**src/hdl/x86_shift_rotate_adc_flag_alu_unit_defines.svh**
```systemverilog
// Assertion macros for the shift/rotate/adc flag ALU.
// Depends on nothing; included by the top module, which carries the assertions.
`ifndef X86_SHIFT_ROTATE_ADC_FLAG_ALU_UNIT_DEFINES_SVH
`define X86_SHIFT_ROTATE_ADC_FLAG_ALU_UNIT_DEFINES_SVH

// Same-cycle implication, checked out of reset.
`define SRFALU_ASSERT_SAME(label, clk, rst_n, ante, cons) \
  label: assert property (@(posedge clk) disable iff (!rst_n) (ante) |-> (cons)) \
    else $error("srfalu: same-cycle check failed");

// Next-cycle implication, checked out of reset.
`define SRFALU_ASSERT_NEXT(label, clk, rst_n, ante, cons) \
  label: assert property (@(posedge clk) disable iff (!rst_n) (ante) |=> (cons)) \
    else $error("srfalu: next-cycle check failed");

`endif

```
**src/hdl/srfalu_pkg.sv**
```systemverilog
// Shared types, codes and width helpers for the shift/rotate/adc flag ALU.
// Depends on nothing.
`timescale 1ns / 1ps

package srfalu_pkg;

  localparam int unsigned QUEUE_DEPTH_DEF = 2;

  typedef enum logic [3:0] {
    OP_SHL = 4'd0,
    OP_SHR = 4'd1,
    OP_SAR = 4'd2,
    OP_ROL = 4'd3,
    OP_ROR = 4'd4,
    OP_RCL = 4'd5,
    OP_RCR = 4'd6,
    OP_ADC = 4'd7,
    OP_JMP = 4'd8,
    OP_SET = 4'd9,
    OP_NOP = 4'd10
  } op_e;

  localparam logic [3:0] COND_A      = 4'd0;
  localparam logic [3:0] COND_AE     = 4'd1;
  localparam logic [3:0] COND_B      = 4'd2;
  localparam logic [3:0] COND_BE     = 4'd3;
  localparam logic [3:0] COND_E      = 4'd4;
  localparam logic [3:0] COND_NE     = 4'd5;
  localparam logic [3:0] COND_G      = 4'd6;
  localparam logic [3:0] COND_GE     = 4'd7;
  localparam logic [3:0] COND_L      = 4'd8;
  localparam logic [3:0] COND_LE     = 4'd9;
  localparam logic [3:0] COND_O      = 4'd10;
  localparam logic [3:0] COND_ALWAYS = 4'd11;

  localparam logic [1:0] W8  = 2'd0;
  localparam logic [1:0] W16 = 2'd1;
  localparam logic [1:0] W32 = 2'd2;
  localparam logic [1:0] W64 = 2'd3;

  // Decoded request as it travels from front to back.
  typedef struct packed {
    op_e         op;
    logic [3:0]  cond;
    logic [1:0]  wsel;
    logic [63:0] opa;      // masked operand, or raw target for a jump
    logic [63:0] opb;      // masked second addend
    logic [5:0]  cnt;      // masked shift count
    logic [5:0]  rot_amt;  // left-rotate amount for rol/ror
    logic [6:0]  rc_amt;   // left-rotate amount over w+1 bits for rcl/rcr
  } item_t;

  typedef struct packed {
    logic full;
    logic empty;
  } q_stat_t;

  typedef struct packed {
    logic       pop;
    logic [3:0] flags;  // cf, of, sf, zf
  } bk_stat_t;

  function automatic logic [63:0] width_mask(input logic [1:0] ws);
    logic [63:0] m;
    case (ws)
      W8:      m = 64'h0000_0000_0000_00ff;
      W16:     m = 64'h0000_0000_0000_ffff;
      W32:     m = 64'h0000_0000_ffff_ffff;
      default: m = 64'hffff_ffff_ffff_ffff;
    endcase
    return m;
  endfunction

  function automatic logic [6:0] width_val(input logic [1:0] ws);
    logic [6:0] v;
    case (ws)
      W8:      v = 7'd8;
      W16:     v = 7'd16;
      W32:     v = 7'd32;
      default: v = 7'd64;
    endcase
    return v;
  endfunction

  function automatic logic msb_at(input logic [63:0] x, input logic [1:0] ws);
    logic b;
    case (ws)
      W8:      b = x[7];
      W16:     b = x[15];
      W32:     b = x[31];
      default: b = x[63];
    endcase
    return b;
  endfunction

  function automatic logic msb1_at(input logic [63:0] x, input logic [1:0] ws);
    logic b;
    case (ws)
      W8:      b = x[6];
      W16:     b = x[14];
      W32:     b = x[30];
      default: b = x[62];
    endcase
    return b;
  endfunction

  // Bit just above the operand width.
  function automatic logic bit_at_w(input logic [64:0] x, input logic [1:0] ws);
    logic b;
    case (ws)
      W8:      b = x[8];
      W16:     b = x[16];
      W32:     b = x[32];
      default: b = x[64];
    endcase
    return b;
  endfunction

  function automatic logic [63:0] sext_w(input logic [63:0] x, input logic [1:0] ws);
    logic [63:0] y;
    case (ws)
      W8:      y = {{56{x[7]}}, x[7:0]};
      W16:     y = {{48{x[15]}}, x[15:0]};
      W32:     y = {{32{x[31]}}, x[31:0]};
      default: y = x;
    endcase
    return y;
  endfunction

  // Fold a left-shifted operand back into its width to form a rotate.
  function automatic logic [63:0] rot_fold(input logic [127:0] x, input logic [1:0] ws);
    logic [63:0] y;
    case (ws)
      W8:      y = {56'd0, x[7:0] | x[15:8]};
      W16:     y = {48'd0, x[15:0] | x[31:16]};
      W32:     y = {32'd0, x[31:0] | x[63:32]};
      default: y = x[63:0] | x[127:64];
    endcase
    return y;
  endfunction

  // Place the carry just above the operand width.
  function automatic logic [64:0] rc_put_top(input logic [63:0] a, input logic cf,
                                             input logic [1:0] ws);
    logic [64:0] y;
    y = {1'b0, a};
    case (ws)
      W8:      y[8]  = cf;
      W16:     y[16] = cf;
      W32:     y[32] = cf;
      default: y[64] = cf;
    endcase
    return y;
  endfunction

  // Fold a left-shifted (w+1)-bit word back into w+1 bits.
  function automatic logic [64:0] rc_fold(input logic [129:0] x, input logic [1:0] ws);
    logic [64:0] y;
    case (ws)
      W8:      y = {56'd0, x[8:0] | x[17:9]};
      W16:     y = {48'd0, x[16:0] | x[33:17]};
      W32:     y = {32'd0, x[32:0] | x[65:33]};
      default: y = x[64:0] | x[129:65];
    endcase
    return y;
  endfunction

endpackage

```
**src/hdl/srfalu_if.sv**
```systemverilog
// Request and response channel interfaces of the shift/rotate/adc flag ALU.
// Depends on nothing.
`timescale 1ns / 1ps

interface srfalu_in_if;
  logic        valid;
  logic        ready;
  logic [3:0]  op;
  logic [3:0]  cond;
  logic [1:0]  width_sel;
  logic [63:0] operand_a;
  logic [63:0] operand_b;

  modport source (output valid, op, cond, width_sel, operand_a, operand_b, input ready);
  modport sink   (input valid, op, cond, width_sel, operand_a, operand_b, output ready);
endinterface

interface srfalu_out_if;
  logic        valid;
  logic        ready;
  logic [63:0] result;
  logic        branch_taken;
  logic        carry_out;
  logic        overflow_out;
  logic        sign_out;
  logic        zero_out;

  modport source (output valid, result, branch_taken, carry_out, overflow_out, sign_out,
                  zero_out, input ready);
  modport sink   (input valid, result, branch_taken, carry_out, overflow_out, sign_out,
                  zero_out, output ready);
endinterface

```
**src/hdl/x86_shift_rotate_adc_flag_alu_unit.sv**
```systemverilog
// x86-style shift, rotate, add-with-carry and condition ALU with CF/OF/SF/ZF.
// Depends on srfalu_pkg, srfalu_if, srfalu_front, srfalu_queue, srfalu_back
// and the assertion macros header.
`timescale 1ns / 1ps
`include "x86_shift_rotate_adc_flag_alu_unit_defines.svh"

// Usage:
//   req_i carries one request per valid/ready handshake: op, cond, width_sel,
//   operand_a and operand_b. rsp_o returns exactly one response per request,
//   in order: result, branch_taken and the four flags after the operation.
//   An accepted request is written into the queue, then executed into the
//   response register that drives rsp_o; a stall can hold it in the queue.
//   Throughput: one request per cycle, sustained while rsp_o.ready stays high. The
//   execute stage finishes any shift, rotate or add combinationally, and the flag
//   register it writes feeds the very next request, so no request waits on another.
//   Stalls: when rsp_o.ready is low the response register holds; the back
//   end stops popping and the queue (QUEUE_DEPTH entries) keeps absorbing
//   requests until it is full, then req_i.ready drops.
//   Reset: rst_ni clears the flags to zero, empties the queue and drops
//   rsp_o.valid. There is no clearing pass; requests are taken right away.
//   Flags change only with a request that is executed; jumps, sets and
//   unknown operations leave them as they are.
module x86_shift_rotate_adc_flag_alu_unit import srfalu_pkg::*; #(
  parameter int unsigned QUEUE_DEPTH = QUEUE_DEPTH_DEF  // 2 or more
) (
  input  logic          clk_i,
  input  logic          rst_ni,
  srfalu_in_if.sink     req_i,
  srfalu_out_if.source  rsp_o
);

  item_t    fe_item;
  item_t    q_item;
  logic     push;
  logic     pop;
  q_stat_t  q_st;
  bk_stat_t bk_st;

  // Decode and mask the request; push it while the queue has room.
  srfalu_front u_front (
    .req_i  (req_i),
    .q_st_i (q_st),
    .item_o (fe_item),
    .push_o (push)
  );

  // Decouple acceptance from execution.
  srfalu_queue #(
    .DEPTH (QUEUE_DEPTH)
  ) u_queue (
    .clk_i  (clk_i),
    .rst_ni (rst_ni),
    .push_i (push),
    .item_i (fe_item),
    .pop_i  (pop),
    .item_o (q_item),
    .stat_o (q_st)
  );

  // Execute against the live flags and hold the response for the sink.
  srfalu_back u_back (
    .clk_i   (clk_i),
    .rst_ni  (rst_ni),
    .item_i  (q_item),
    .empty_i (q_st.empty),
    .pop_o   (pop),
    .rsp_o   (rsp_o),
    .stat_o  (bk_st)
  );

  // An empty queue with nothing arriving leaves nothing to execute next cycle.
  `SRFALU_ASSERT_NEXT(a_no_pop_from_empty, clk_i, rst_ni, q_st.empty && !push, !bk_st.pop)

  // A request landing in an empty queue with a free output executes next cycle.
  `SRFALU_ASSERT_NEXT(a_fast_path, clk_i, rst_ni,
                      push && q_st.empty && (!rsp_o.valid || rsp_o.ready), bk_st.pop)

  // Flags move only when a request executes.
  `SRFALU_ASSERT_NEXT(a_flags_hold, clk_i, rst_ni, !bk_st.pop, $stable(bk_st.flags))

endmodule

```
**src/hdl/srfalu_front.sv**
```systemverilog
// Front end: accepts requests, masks operands and precomputes rotate amounts.
// Depends on srfalu_pkg and srfalu_in_if.
`timescale 1ns / 1ps

module srfalu_front import srfalu_pkg::*; (
  srfalu_in_if.sink req_i,
  input  q_stat_t   q_st_i,
  output item_t     item_o,
  output logic      push_o
);

  function automatic logic [4:0] mod9(input logic [4:0] c);
    logic [4:0] r;
    if (c >= 5'd27) begin
      r = c - 5'd27;
    end else if (c >= 5'd18) begin
      r = c - 5'd18;
    end else if (c >= 5'd9) begin
      r = c - 5'd9;
    end else begin
      r = c;
    end
    return r;
  endfunction

  logic [1:0]  ws;
  logic [63:0] m;
  logic [6:0]  wv;
  logic [5:0]  cnt;
  logic [5:0]  r_rot;
  logic [6:0]  r_rc;
  op_e         opd;

  assign req_i.ready = !q_st_i.full;
  assign push_o      = req_i.valid && !q_st_i.full;

  always_comb begin
    ws  = req_i.width_sel;
    m   = width_mask(ws);
    wv  = width_val(ws);
    opd = (req_i.op <= OP_SET) ? op_e'(req_i.op) : OP_NOP;
    cnt = (ws == W64) ? req_i.operand_b[5:0] : {1'b0, req_i.operand_b[4:0]};

    r_rot = cnt & 6'(wv - 7'd1);

    case (ws)
      W8:      r_rc = {2'b00, mod9(cnt[4:0])};
      W16:     r_rc = (cnt >= 6'd17) ? {1'b0, cnt - 6'd17} : {1'b0, cnt};
      default: r_rc = {1'b0, cnt};
    endcase

    item_o.op   = opd;
    item_o.cond = req_i.cond;
    item_o.wsel = ws;
    item_o.opa  = (opd == OP_JMP) ? req_i.operand_a : (req_i.operand_a & m);
    item_o.opb  = req_i.operand_b & m;
    item_o.cnt  = cnt;
    // Right rotates become left rotates by the complement.
    item_o.rot_amt = (opd == OP_ROR && r_rot != 6'd0) ? 6'(wv - {1'b0, r_rot}) : r_rot;
    item_o.rc_amt  = (opd == OP_RCR && r_rc != 7'd0) ? (wv + 7'd1 - r_rc) : r_rc;
  end

endmodule

```
**src/hdl/srfalu_queue.sv**
```systemverilog
// Small FIFO of decoded requests between front and back.
// Depends on srfalu_pkg.
`timescale 1ns / 1ps

module srfalu_queue import srfalu_pkg::*; #(
  parameter int unsigned DEPTH = QUEUE_DEPTH_DEF  // 2 or more
) (
  input  logic    clk_i,
  input  logic    rst_ni,
  input  logic    push_i,
  input  item_t   item_i,
  input  logic    pop_i,
  output item_t   item_o,
  output q_stat_t stat_o
);

  localparam int unsigned PTR_W = $clog2(DEPTH);
  localparam int unsigned CNT_W = $clog2(DEPTH + 1);

  item_t              mem_q [DEPTH];
  logic [PTR_W-1:0]   wr_ptr_q, wr_ptr_d;
  logic [PTR_W-1:0]   rd_ptr_q, rd_ptr_d;
  logic [CNT_W-1:0]   cnt_q, cnt_d;

  always_comb begin
    wr_ptr_d = wr_ptr_q;
    rd_ptr_d = rd_ptr_q;
    cnt_d    = cnt_q;
    if (push_i) begin
      wr_ptr_d = (wr_ptr_q == PTR_W'(DEPTH - 1)) ? '0 : wr_ptr_q + PTR_W'(1);
    end
    if (pop_i) begin
      rd_ptr_d = (rd_ptr_q == PTR_W'(DEPTH - 1)) ? '0 : rd_ptr_q + PTR_W'(1);
    end
    case ({push_i, pop_i})
      2'b10:   cnt_d = cnt_q + CNT_W'(1);
      2'b01:   cnt_d = cnt_q - CNT_W'(1);
      default: cnt_d = cnt_q;
    endcase
  end

  always_ff @(posedge clk_i or negedge rst_ni) begin
    if (!rst_ni) begin
      wr_ptr_q <= '0;
      rd_ptr_q <= '0;
      cnt_q    <= '0;
    end else begin
      wr_ptr_q <= wr_ptr_d;
      rd_ptr_q <= rd_ptr_d;
      cnt_q    <= cnt_d;
    end
  end

  always_ff @(posedge clk_i) begin
    if (push_i) begin
      mem_q[wr_ptr_q] <= item_i;
    end
  end

  assign item_o       = mem_q[rd_ptr_q];
  assign stat_o.full  = (cnt_q == CNT_W'(DEPTH));
  assign stat_o.empty = (cnt_q == '0);

endmodule

```
**src/hdl/srfalu_back.sv**
```systemverilog
// Back end: runs one request per cycle while rsp_o is free, keeps the flags, holds the result.
// Depends on srfalu_pkg and srfalu_out_if.
`timescale 1ns / 1ps

module srfalu_back import srfalu_pkg::*; (
  input  logic       clk_i,
  input  logic       rst_ni,
  input  item_t      item_i,
  input  logic       empty_i,
  output logic       pop_o,
  srfalu_out_if.source rsp_o,
  output bk_stat_t   stat_o
);

  logic        vld_q, vld_d;
  logic [63:0] res_q, res_d;
  logic        taken_q, taken_d;
  logic        cf_q, cf_d, of_q, of_d, sf_q, sf_d, zf_q, zf_d;

  logic [1:0]   ws;
  logic [63:0]  m;
  logic         sgn;
  logic         c_nz, c_one;
  logic         holds;
  logic [64:0]  shl_x, shr_x, sar_x;
  logic [127:0] rot_x;
  logic [63:0]  rot_r;
  logic [129:0] rc_x;
  logic [64:0]  rc_z;
  logic [64:0]  sum;

  function automatic logic cond_holds(input logic [3:0] c, input logic cf, input logic of,
                                      input logic sf, input logic zf);
    logic h;
    case (c)
      COND_A:      h = !cf && !zf;
      COND_AE:     h = !cf;
      COND_B:      h = cf;
      COND_BE:     h = cf || zf;
      COND_E:      h = zf;
      COND_NE:     h = !zf;
      COND_G:      h = !zf && (sf == of);
      COND_GE:     h = (sf == of);
      COND_L:      h = (sf != of);
      COND_LE:     h = zf || (sf != of);
      COND_O:      h = of;
      COND_ALWAYS: h = 1'b1;
      default:     h = 1'b0;
    endcase
    return h;
  endfunction

  assign pop_o = !empty_i && (!vld_q || rsp_o.ready);

  always_comb begin
    ws    = item_i.wsel;
    m     = width_mask(ws);
    sgn   = msb_at(item_i.opa, ws);
    c_nz  = (item_i.cnt != 6'd0);
    c_one = (item_i.cnt == 6'd1);
    holds = cond_holds(item_i.cond, cf_q, of_q, sf_q, zf_q);

    shl_x = {1'b0, item_i.opa} << item_i.cnt;
    shr_x = {item_i.opa, 1'b0} >> item_i.cnt;
    sar_x = $signed({sext_w(item_i.opa, ws), 1'b0}) >>> item_i.cnt;
    rot_x = {64'd0, item_i.opa} << item_i.rot_amt;
    rot_r = rot_fold(rot_x, ws);
    rc_x  = {65'd0, rc_put_top(item_i.opa, cf_q, ws)} << item_i.rc_amt;
    rc_z  = rc_fold(rc_x, ws);
    sum   = {1'b0, item_i.opa} + {1'b0, item_i.opb} + {64'd0, cf_q};

    res_d   = 64'd0;
    taken_d = 1'b0;
    cf_d    = cf_q;
    of_d    = of_q;
    sf_d    = sf_q;
    zf_d    = zf_q;

    case (item_i.op)
      OP_SHL: begin
        res_d = item_i.opa;
        if (c_nz) begin
          res_d = shl_x[63:0] & m;
          cf_d  = bit_at_w(shl_x, ws);
          if (c_one) of_d = msb_at(res_d, ws) ^ cf_d;
        end
      end
      OP_SHR: begin
        res_d = item_i.opa;
        if (c_nz) begin
          res_d = shr_x[64:1];
          cf_d  = shr_x[0];
          if (c_one) of_d = sgn;
        end
      end
      OP_SAR: begin
        res_d = item_i.opa;
        if (c_nz) begin
          res_d = sar_x[64:1] & m;
          cf_d  = sar_x[0];
          if (c_one) of_d = 1'b0;
        end
      end
      OP_ROL: begin
        res_d = item_i.opa;
        if (c_nz) begin
          res_d = rot_r;
          cf_d  = rot_r[0];
          if (c_one) of_d = msb_at(rot_r, ws) ^ rot_r[0];
        end
      end
      OP_ROR: begin
        res_d = item_i.opa;
        if (c_nz) begin
          res_d = rot_r;
          cf_d  = msb_at(rot_r, ws);
          if (c_one) of_d = msb_at(rot_r, ws) ^ msb1_at(rot_r, ws);
        end
      end
      OP_RCL: begin
        res_d = item_i.opa;
        if (c_nz) begin
          res_d = rc_z[63:0] & m;
          cf_d  = bit_at_w(rc_z, ws);
          of_d  = cf_d ^ msb_at(res_d, ws);
        end
      end
      OP_RCR: begin
        res_d = item_i.opa;
        if (c_nz) begin
          res_d = rc_z[63:0] & m;
          cf_d  = bit_at_w(rc_z, ws);
          of_d  = msb_at(res_d, ws) ^ msb1_at(res_d, ws);
        end
      end
      OP_ADC: begin
        res_d = sum[63:0] & m;
        cf_d  = bit_at_w(sum, ws);
        of_d  = msb_at((item_i.opa ^ res_d) & (item_i.opb ^ res_d), ws);
        sf_d  = msb_at(res_d, ws);
        zf_d  = (res_d == 64'd0);
      end
      OP_JMP: begin
        if (holds) begin
          taken_d = 1'b1;
          res_d   = item_i.opa;
        end
      end
      OP_SET: begin
        res_d = {63'd0, holds};
      end
      default: begin
        res_d = 64'd0;
      end
    endcase

    vld_d = pop_o || (vld_q && !rsp_o.ready);
  end

  always_ff @(posedge clk_i or negedge rst_ni) begin
    if (!rst_ni) begin
      vld_q <= 1'b0;
      cf_q  <= 1'b0;
      of_q  <= 1'b0;
      sf_q  <= 1'b0;
      zf_q  <= 1'b0;
    end else begin
      vld_q <= vld_d;
      if (pop_o) begin
        cf_q <= cf_d;
        of_q <= of_d;
        sf_q <= sf_d;
        zf_q <= zf_d;
      end
    end
  end

  always_ff @(posedge clk_i) begin
    if (pop_o) begin
      res_q   <= res_d;
      taken_q <= taken_d;
    end
  end

  // Flags register only moves with a new result, so it doubles as the flag outputs.
  assign rsp_o.valid        = vld_q;
  assign rsp_o.result       = res_q;
  assign rsp_o.branch_taken = taken_q;
  assign rsp_o.carry_out    = cf_q;
  assign rsp_o.overflow_out = of_q;
  assign rsp_o.sign_out     = sf_q;
  assign rsp_o.zero_out     = zf_q;

  assign stat_o.pop   = pop_o;
  assign stat_o.flags = {cf_q, of_q, sf_q, zf_q};

endmodule

```
**src/flat_wrapper.sv**
```systemverilog
// flat-port wrapper written by rule: the top's interface ports become plain ports
module x86_shift_rotate_adc_flag_alu_unit_flat import srfalu_pkg::*;
#(
  parameter int unsigned QUEUE_DEPTH = QUEUE_DEPTH_DEF              
)
  (clk_i, rst_ni, req_i_valid, req_i_op, req_i_cond, req_i_width_sel, req_i_operand_a, req_i_operand_b, req_i_ready, rsp_o_valid, rsp_o_result, rsp_o_branch_taken, rsp_o_carry_out, rsp_o_overflow_out, rsp_o_sign_out, rsp_o_zero_out, rsp_o_ready);
  srfalu_in_if req_i_i ();
  srfalu_out_if rsp_o_i ();
  input  logic clk_i;
  input  logic rst_ni;
  input wire logic [$bits(req_i_i.valid)-1:0] req_i_valid;
  input wire logic [$bits(req_i_i.op)-1:0] req_i_op;
  input wire logic [$bits(req_i_i.cond)-1:0] req_i_cond;
  input wire logic [$bits(req_i_i.width_sel)-1:0] req_i_width_sel;
  input wire logic [$bits(req_i_i.operand_a)-1:0] req_i_operand_a;
  input wire logic [$bits(req_i_i.operand_b)-1:0] req_i_operand_b;
  output wire logic [$bits(req_i_i.ready)-1:0] req_i_ready;
  output wire logic [$bits(rsp_o_i.valid)-1:0] rsp_o_valid;
  output wire logic [$bits(rsp_o_i.result)-1:0] rsp_o_result;
  output wire logic [$bits(rsp_o_i.branch_taken)-1:0] rsp_o_branch_taken;
  output wire logic [$bits(rsp_o_i.carry_out)-1:0] rsp_o_carry_out;
  output wire logic [$bits(rsp_o_i.overflow_out)-1:0] rsp_o_overflow_out;
  output wire logic [$bits(rsp_o_i.sign_out)-1:0] rsp_o_sign_out;
  output wire logic [$bits(rsp_o_i.zero_out)-1:0] rsp_o_zero_out;
  input wire logic [$bits(rsp_o_i.ready)-1:0] rsp_o_ready;
  assign req_i_i.valid = req_i_valid;
  assign req_i_i.op = req_i_op;
  assign req_i_i.cond = req_i_cond;
  assign req_i_i.width_sel = req_i_width_sel;
  assign req_i_i.operand_a = req_i_operand_a;
  assign req_i_i.operand_b = req_i_operand_b;
  assign req_i_ready = req_i_i.ready;
  assign rsp_o_valid = rsp_o_i.valid;
  assign rsp_o_result = rsp_o_i.result;
  assign rsp_o_branch_taken = rsp_o_i.branch_taken;
  assign rsp_o_carry_out = rsp_o_i.carry_out;
  assign rsp_o_overflow_out = rsp_o_i.overflow_out;
  assign rsp_o_sign_out = rsp_o_i.sign_out;
  assign rsp_o_zero_out = rsp_o_i.zero_out;
  assign rsp_o_i.ready = rsp_o_ready;
  x86_shift_rotate_adc_flag_alu_unit #(.QUEUE_DEPTH(QUEUE_DEPTH)) u_core (.clk_i(clk_i), .rst_ni(rst_ni), .req_i(req_i_i), .rsp_o(rsp_o_i));
endmodule
```
**config.mk**
```make
export PLATFORM = sky130hd
export DESIGN_NAME = x86_shift_rotate_adc_flag_alu_unit_flat
export DESIGN_NICKNAME = d
export VERILOG_FILES = /design/src/hdl/srfalu_pkg.sv /design/src/hdl/srfalu_if.sv /design/src/hdl/x86_shift_rotate_adc_flag_alu_unit.sv /design/src/hdl/srfalu_front.sv /design/src/hdl/srfalu_queue.sv /design/src/hdl/srfalu_back.sv /design/src/flat_wrapper.sv
export VERILOG_INCLUDE_DIRS = /design/src /design/src/hdl
export SDC_FILE = /design/constraint.sdc
export NUM_CORES = 2
export LEC_CHECK = 0
export CAP_MARGIN = 20
export CORE_ASPECT_RATIO = 1.1
export CORE_MARGIN = 2
export CORE_UTILIZATION = 41
export DETAILED_ROUTE_END_ITERATION = 7
export DONT_BUFFER_PORTS = 1
export GPL_TIMING_DRIVEN = 0
export PLACE_DENSITY_LB_ADDON = 0.1
export REMOVE_ABC_BUFFERS = 1
export SLEW_MARGIN = 20
export SYNTH_ARGS = -nofsm -noshare
export SYNTH_HDL_FRONTEND = slang
export SYNTH_SLANG_ARGS = --single-unit
```
**constraint.sdc**
```tcl
create_clock -name clk_i -period 11.1 [get_ports clk_i]
set_input_delay 0 -clock clk_i [delete_from_list [all_inputs] [get_ports clk_i]]
set_output_delay 0 -clock clk_i [all_outputs]
set_load 0.01 [all_outputs]
```
## Word level (Yosys, flattened, before mapping)

Memory sizes are Yosys's and may differ from the RTL's.
Cells that the tools add are included.

| cells by class | value |
|---|---|
| add/subtract/negate cells | 14 |
| $lt $le $gt $ge | 5 |
| eq/ne operators | 46 |
| shifts and indexed selects | 5 |
| muxes and demuxes | 84 |
| bitwise logic cells | 23 |
| reduce and logical (&&, ||, !) cells | 34 |

Operators with widths:

| kind | number |
|---|---|
| $pmux W64 S3 | 4 |
| $pmux W64 S8 | 1 |
| $and A64 B64 Y64 | 7 |
| $mux W64 | 7 |
| $pmux W65 S3 | 1 |
| $shl A65 B7 Y130 | 1 |
| $shl A64 B6 Y128 | 1 |
| $xor A64 B64 Y64 | 2 |
| $add A64 B64 Y65 | 1 |
| $add A65 B1 Y65 | 1 |
| $or A65 B65 Y65 | 1 |
| $shl A64 B6 Y65 | 1 |
| $shr A65 B6 Y65 | 1 |
| $sshr A65 B6 Y65 | 1 |
| $logic_not A64 Y1 | 1 |
| $or A64 B64 Y64 | 1 |
| $mux W1 | 46 |
| $eq A4 B3 Y1 const B | 10 |
| $or A33 B33 Y33 | 1 |
| $pmux W1 S3 | 11 |
| $or A32 B32 Y32 | 1 |
| $eq A4 B4 Y1 const B | 7 |
| $ne A2 B2 Y1 const B | 12 |
| $pmux W7 S3 | 1 |
| 49 further kinds | 90 |

| word-level totals | value |
|---|---|
| register bits after elaboration | 74 |
| bits in writable memories | 314 |
| input bits | 142 |
| output and inout bits | 71 |
| word-level logic and storage cells | 222 |
| memories | 1 |

Memory list:

| memory | words | width | rd ports | clocked after Yosys merged registers in | write ports | RTL line | text |
|---|---|---|---|---|---|---|---|
| u_core.u_queue.mem_q | 2 | 157 | 1 | 0 | 1 | srfalu_queue.sv:20 | `item_t mem_q [DEPTH];` |

## Logic depth before layout (Yosys ltp)

An unclocked memory read counts as a cell.

| depth | value |
|---|---|
| word-level depth | 14 |
| depth in mapped cells | 24 |
| gate-level depth less buffers | 16 |

## Modules after synthesis

From an unflattened synthesis, not the netlist that was laid out.

| unflattened totals | value |
|---|---|
| cells, all modules | 5,758 |
| area total of the unflattened synthesis | 48,437.7 um^2 |

By module, submodules not included:

| module | times used | cells an instance | area each (um^2) | sequential area each (um^2) |
|---|---|---|---|---|
| srfalu_back | 1 | 4,918 | 34,347.9 | 2,077.0 |
| srfalu_queue | 1 | 505 | 11,947.7 | 9,529.1 |
| srfalu_front | 1 | 335 | 2,142.1 | 0.0 |

## Worst setup path after synthesis

No wires, ideal clock.

| path | value |
|---|---|
| path kind | reg2reg |
| start point | register u_core.u_queue.cnt_q[0] |
| end point | memory u_core.u_queue.mem_q[0][0] (netlist name), enable pin |
| setup time | 0.664 ns |
| arrival time | 6.981 ns |
| data required time | 10.436 ns |
| slack | 3.456 ns |
| stages on the path, launching flop included | 4 |
| path buffers | 0 |
| period minus slack after synthesis | 7.644 ns |
| cells stage by stage | dfrtp_1 > nand2b_1 > nand2_1 > nor2_1 |

| on the way | value |
|---|---|
| word-level cells in the longest chain between the ends | 5 |

Ends and longest elaborated chain:

| element | RTL line | text |
|---|---|---|
| start, declared | srfalu_queue.sv:23 | `logic [CNT_W-1:0] cnt_q, cnt_d;` |
| start signal, assigned | srfalu_queue.sv:50 | `cnt_q <= cnt_d;` |
| $eq A2 B2 Y1 | srfalu_queue.sv:61 | `assign stat_o.full = (cnt_q == CNT_W'(DEPTH));` |
| $logic_not A1 Y1 | n/a |  |
| via req_i_ready | flat_wrapper.sv:17 | `output wire logic [$bits(req_i_i.ready)-1:0] req_i_ready;` |
| $logic_and A1 B1 Y1 | srfalu_front.sv:35 | `assign push_o = req_i.valid && !q_st_i.full;` |
| $mux W1 | srfalu_queue.sv:55 | `if (push_i) begin` |
| $mux W1 (not written as such) | srfalu_queue.sv:56 | `mem_q[wr_ptr_q] <= item_i;` |
| end, declared | srfalu_queue.sv:20 |  |

The timed path passes the listed nets, and every way through them passes these cells.

## Final worst setup path

| path | value |
|---|---|
| start point | register u_core.u_queue.rd_ptr_q |
| end point | register u_core.u_back.zf_q, in the netlist u_core.u_back.rsp_o.zero_out |

| on the way | value |
|---|---|
| word-level cells in the longest chain between the ends | 5 |
| elaborated cells on any way between the ends | 11 |
| those cells by class | add/sub: 2; eq/ne: 3; mux: 1; bitwise: 1; reduce/logical: 3; memory: 1 |

Ends and longest elaborated chain:

| element | RTL line | text |
|---|---|---|
| start, declared | srfalu_queue.sv:22 | `logic [PTR_W-1:0] rd_ptr_q, rd_ptr_d;` |
| start signal, assigned | srfalu_queue.sv:49 | `rd_ptr_q <= rd_ptr_d;` |
| $mem_v2 Z2 W157 * | n/a |  |
| $add A64 B64 Y65 (tied with other cells) | srfalu_back.sv:70 | `sum = {1'b0, item_i.opa} + {1'b0, item_i.opb} + {64'd0, cf_q};` |
| $add A65 B1 Y65 / $pmux W64 S3 (equally long branches) | srfalu_back.sv:70, srfalu_pkg.sv:65 |  |
| $and A64 B64 Y64 | srfalu_back.sv:137 | `res_d = sum[63:0] & m;` |
| $logic_not A64 Y1 | srfalu_back.sv:141 | `zf_d = (res_d == 64'd0);` |
| end signal, assigned | srfalu_back.sv:173 | `zf_q <= zf_d;` |
| end, declared | srfalu_back.sv:18 | `logic cf_q, cf_d, of_q, of_d, sf_q, sf_d, zf_q, zf_d;` |

Mark *: on every way between the ends. The rest lies on a longest branch, timed or not.
A chain may end at the register's enable or synchronous reset.

==> results.yml <==
yosys:
  async_reset_ff_share_pct: 2.39
  yosys_warnings: 0
  synth_edf_count: 367
  yosysSeqAreaShare_pct: 24.1
  ys_ff_latch: 376
  yosys_most_used_dff: "edfxtp_1"
  synth.top_cell.area_share_pct: 23.6
  yosys-top-cells-count: "mux2i_1, nand2_1, nor2_1"
  synth_area_um2: 46600
  synth.distinct_cells: 101
  synth_area_leaders: "edfxtp_1, mux2i_1, nand2_1, a21oi_1, o21ai_0"
  netlist_instances: 5797
  syn-mean-instance-area_um2: 8.05
  synth_most_common_cell: "mux2i_1"
  synth_area_leader_cell: "edfxtp_1"
layout:
  syn_to_final_growth_pct: 16.9
  finalCoreUtilization_pct: 48.4
  nFillCells: 11000
  layout-drive-gt1-share_pct: 12.1
  fin_nets: 5895
critical_path:
  cp_slowest_cell: "xnor2_1"
  crit_buf_inv: 8
  worstPathMaxFanout: 47
  path_common_cell: "buf_16"
  cp-start-kind: "flip-flop"
  cp_slowest_stage_delay_ns: 0.85
  worstPathArrival_ns: 10.05
  required_ns: 11.56
  path_cells: "buf_16 -> buf_16 -> buf_16 -> mux2i_4 -> buf_8 -> buf_16 -> buf_16 -> buf_16 -> inv_8 -> fa_1 -> fa_1 -> a211o_1 -> a211o_1 -> a21oi_1 -> o31ai_1 -> xnor2_1 -> nand3_1 -> nor3b_1 -> nand4_1 -> o31ai_1 -> and4b_1 -> o2111ai_1 -> o31ai_2"
  worst-setup-path-type: "flip-flop to flip-flop"
  crit_family: "compound AO/OA/AOI/OAI gates"
  end_kind: "flip-flop"
global_route:
  gr-usage-met1_pct: 62.3
  use_met3_pct: 24.3
  antenna_found_initial: 30
  grt_pass1_vias: 49800
  use_met2_pct: 72.4
  grt_max_degree: 93
  grt.overflow.total: 0
  grt_usage_pct: 52.9
  grt-busiest-layer: "met2"
  grt_pass1_wl_mm: 427
floorplanning:
  rows: 129
  top_level_ports: 213
  start_util_pct: 41.4
  coreArea_um2: 113000
  dieArea_um2: 116000
  fp.dieH_um: 358
  die_x_um: 326
placed_design:
  gp_congestion: 1.17
  place_hpwl_mm: 243
  io_buffers: 0
drt:
  drc_errors: 0
  wl_per_cell_um: 44.0
  wirelength_mm: 319
  viasPerCell: 7.53
  drtIter0Drc: 9952
  dr_total_vias: 54500
  dr.pass1.iters: 7
  ant_nets: 0
timing:
  hold_viol_final: 0
  fmax_mhz: 104
  fin_crit_sh_pct: 86.4
  slew_headroom_pct: 5.64
  maxSlewViolCount: 0
  worstMarginPinSlew_ns: 1.42
  setup_viol_count_final: 0
  skew_ns: 0.0294
  grt_setup_unrepaired: "no"
  fin_crit_ns: 9.59
min_path:
  hold_class: "input port to flip-flop"
clocking:
  cts_tree: "done"
  cts-root-buf: "clkbuf_16"
  htree_levels: 2
  numCtsBuffers: 42
  cts_buffer_depth: 3
  clk_latency_ns: 0.65
  cts.clk_slew.worst_paths_ns: 0.07
  cts_sinks: 376
flow_run:
  cap_violations: 0
run_status:
  status: "finished clean"
logic make-up after synthesis:
group	synth area share [%]
fa+ha+maj	2.15
buf+inv	6.04
xor+xnor	1.50
mux	22.9
compound gates	27.0
simple gates	16.3
flops	24.1
worst register-to-register path, cell delays in order (launching register included):
cell       delay (ns)
dfrtp_4          0.77
buf_16           0.30
buf_16           0.35
buf_16           0.30
mux2i_4          0.76
buf_8            0.30
buf_16           0.22
buf_16           0.19
buf_16           0.18
inv_8            0.14
fa_1             0.62
fa_1             0.50
a211o_1          0.33
a211o_1          0.36
a21oi_1          0.55
o31ai_1          0.22
xnor2_1          0.85
nand3_1          0.28
nor3b_1          0.26
nand4_1          0.13
o31ai_1          0.29
and4b_1          0.48
o2111ai_1        0.24
o31ai_2          0.78
final timing paths:
check	startpoint	end	slack, ns	depth (start not counted)
setup / recovery	u_core.u_queue.rd_ptr_q$_DFFE_PN0P_	u_core.u_back.rsp_o.zero_out$_DFFE_PN0P_	1.51	23
hold / removal	req_i_operand_a[3]	u_core.u_queue.mem_q[0][86]$_DFFE_PP_	0.01	1
setup reg to reg	u_core.u_queue.rd_ptr_q$_DFFE_PN0P_	u_core.u_back.rsp_o.zero_out$_DFFE_PN0P_	1.51	23
hold reg to reg	u_core.u_queue.cnt_q[1]$_DFFE_PN0P_	u_core.u_queue.cnt_q[1]$_DFFE_PN0P_	0.51	1
max in group asynchronous	rst_ni	u_core.u_queue.rd_ptr_q$_DFFE_PN0P_	9.57	2
min in group asynchronous	rst_ni	u_core.u_back.rsp_o.sign_out$_DFFE_PN0P_	0.70	2
final cells by class:
class	count	area (µm²)	area share [%]
well taps	1506	1880	3.46
inverters	108	440	0.808
clock buffers	49	1100	2.02
repair buffers	338	5760	10.6
clock inverters	28	365	0.670
flip-flops and latches	376	11200	20.6
multi-input cells	4808	33600	61.7
diodes	28	70.1	0.129
what timing repair did:
item / 4_1_cts / 5_1_grt
setup buffers: 0 / 0
endpoints found under the hold margin: 350 / 0
resized for setup: 0 / 0
hold buffers: 148 / 0
layer usage:
metal  share of wire [%]  vias up
li1                    -    21900
met1                  36    26500
met2                  39     4830
met3                  15     1323
met4                  11       16
met5                0.12        -
registers in the layout, indices dropped and copies added (netlist names):
signal / cells
u_core.u_back.rsp_o.result: 64
u_core.u_queue.mem_q: 302
u_core.u_back.rsp_o.sign_out: 1
u_core.u_back.rsp_o.zero_out: 1
u_core.u_queue.rd_ptr_q: 1
u_core.u_back.rsp_o.overflow_out: 1
u_core.u_queue.cnt_q: 2
u_core.u_queue.wr_ptr_q: 1
u_core.u_back.rsp_o.carry_out: 1
u_core.u_back.rsp_o.valid: 1
u_core.u_back.rsp_o.branch_taken: 1
metrics by stage:
stage | hold WS (ns) | setup WS (ns) | cells | instance area, µm² | TNS [ns]
finish | 0.0144 | 1.51 | 7241 | 54500 | 0
CTS | 0.00196 | 1.86 | 7208 | 54300 | 0
floorplan | -0.296 | -11.05 | 5292 | 44200 | -715.15
detailed placement | -0.295 | 1.86 | 6983 | 51300 | 0
global route | 0.0164 | 1.64 | 7215 | 54400 | 0
global placement | -0.295 | -31.50 | 6798 | 46100 | -2217.83
layout by cell type (no fill, tap or decap), types with 47 or more instances in the layout:
cell type / count
a211oi_1: 101
and2_1: 47
edfxtp_1: 367
o211ai_1: 124
o22ai_1: 103
buf_16: 117
nand3_1: 126
and3_1: 54
a21oi_1: 456
nor2_1: 495
mux2i_1: 668
nor3_1: 89
dlygate4sd3_1: 146
nor2b_1: 74
o221ai_1: 56
o21ai_1: 104
mux2i_4: 71
a31oi_1: 74
nand2_1: 656
inv_1: 67
xnor2_1: 48
a221oi_1: 60
ha_1: 76
mux2_2: 165
o21ai_0: 408
a21o_1: 75
Power is not shown: default switching activity piles up to over one toggle a cycle in this logic, so the estimate is an artifact.
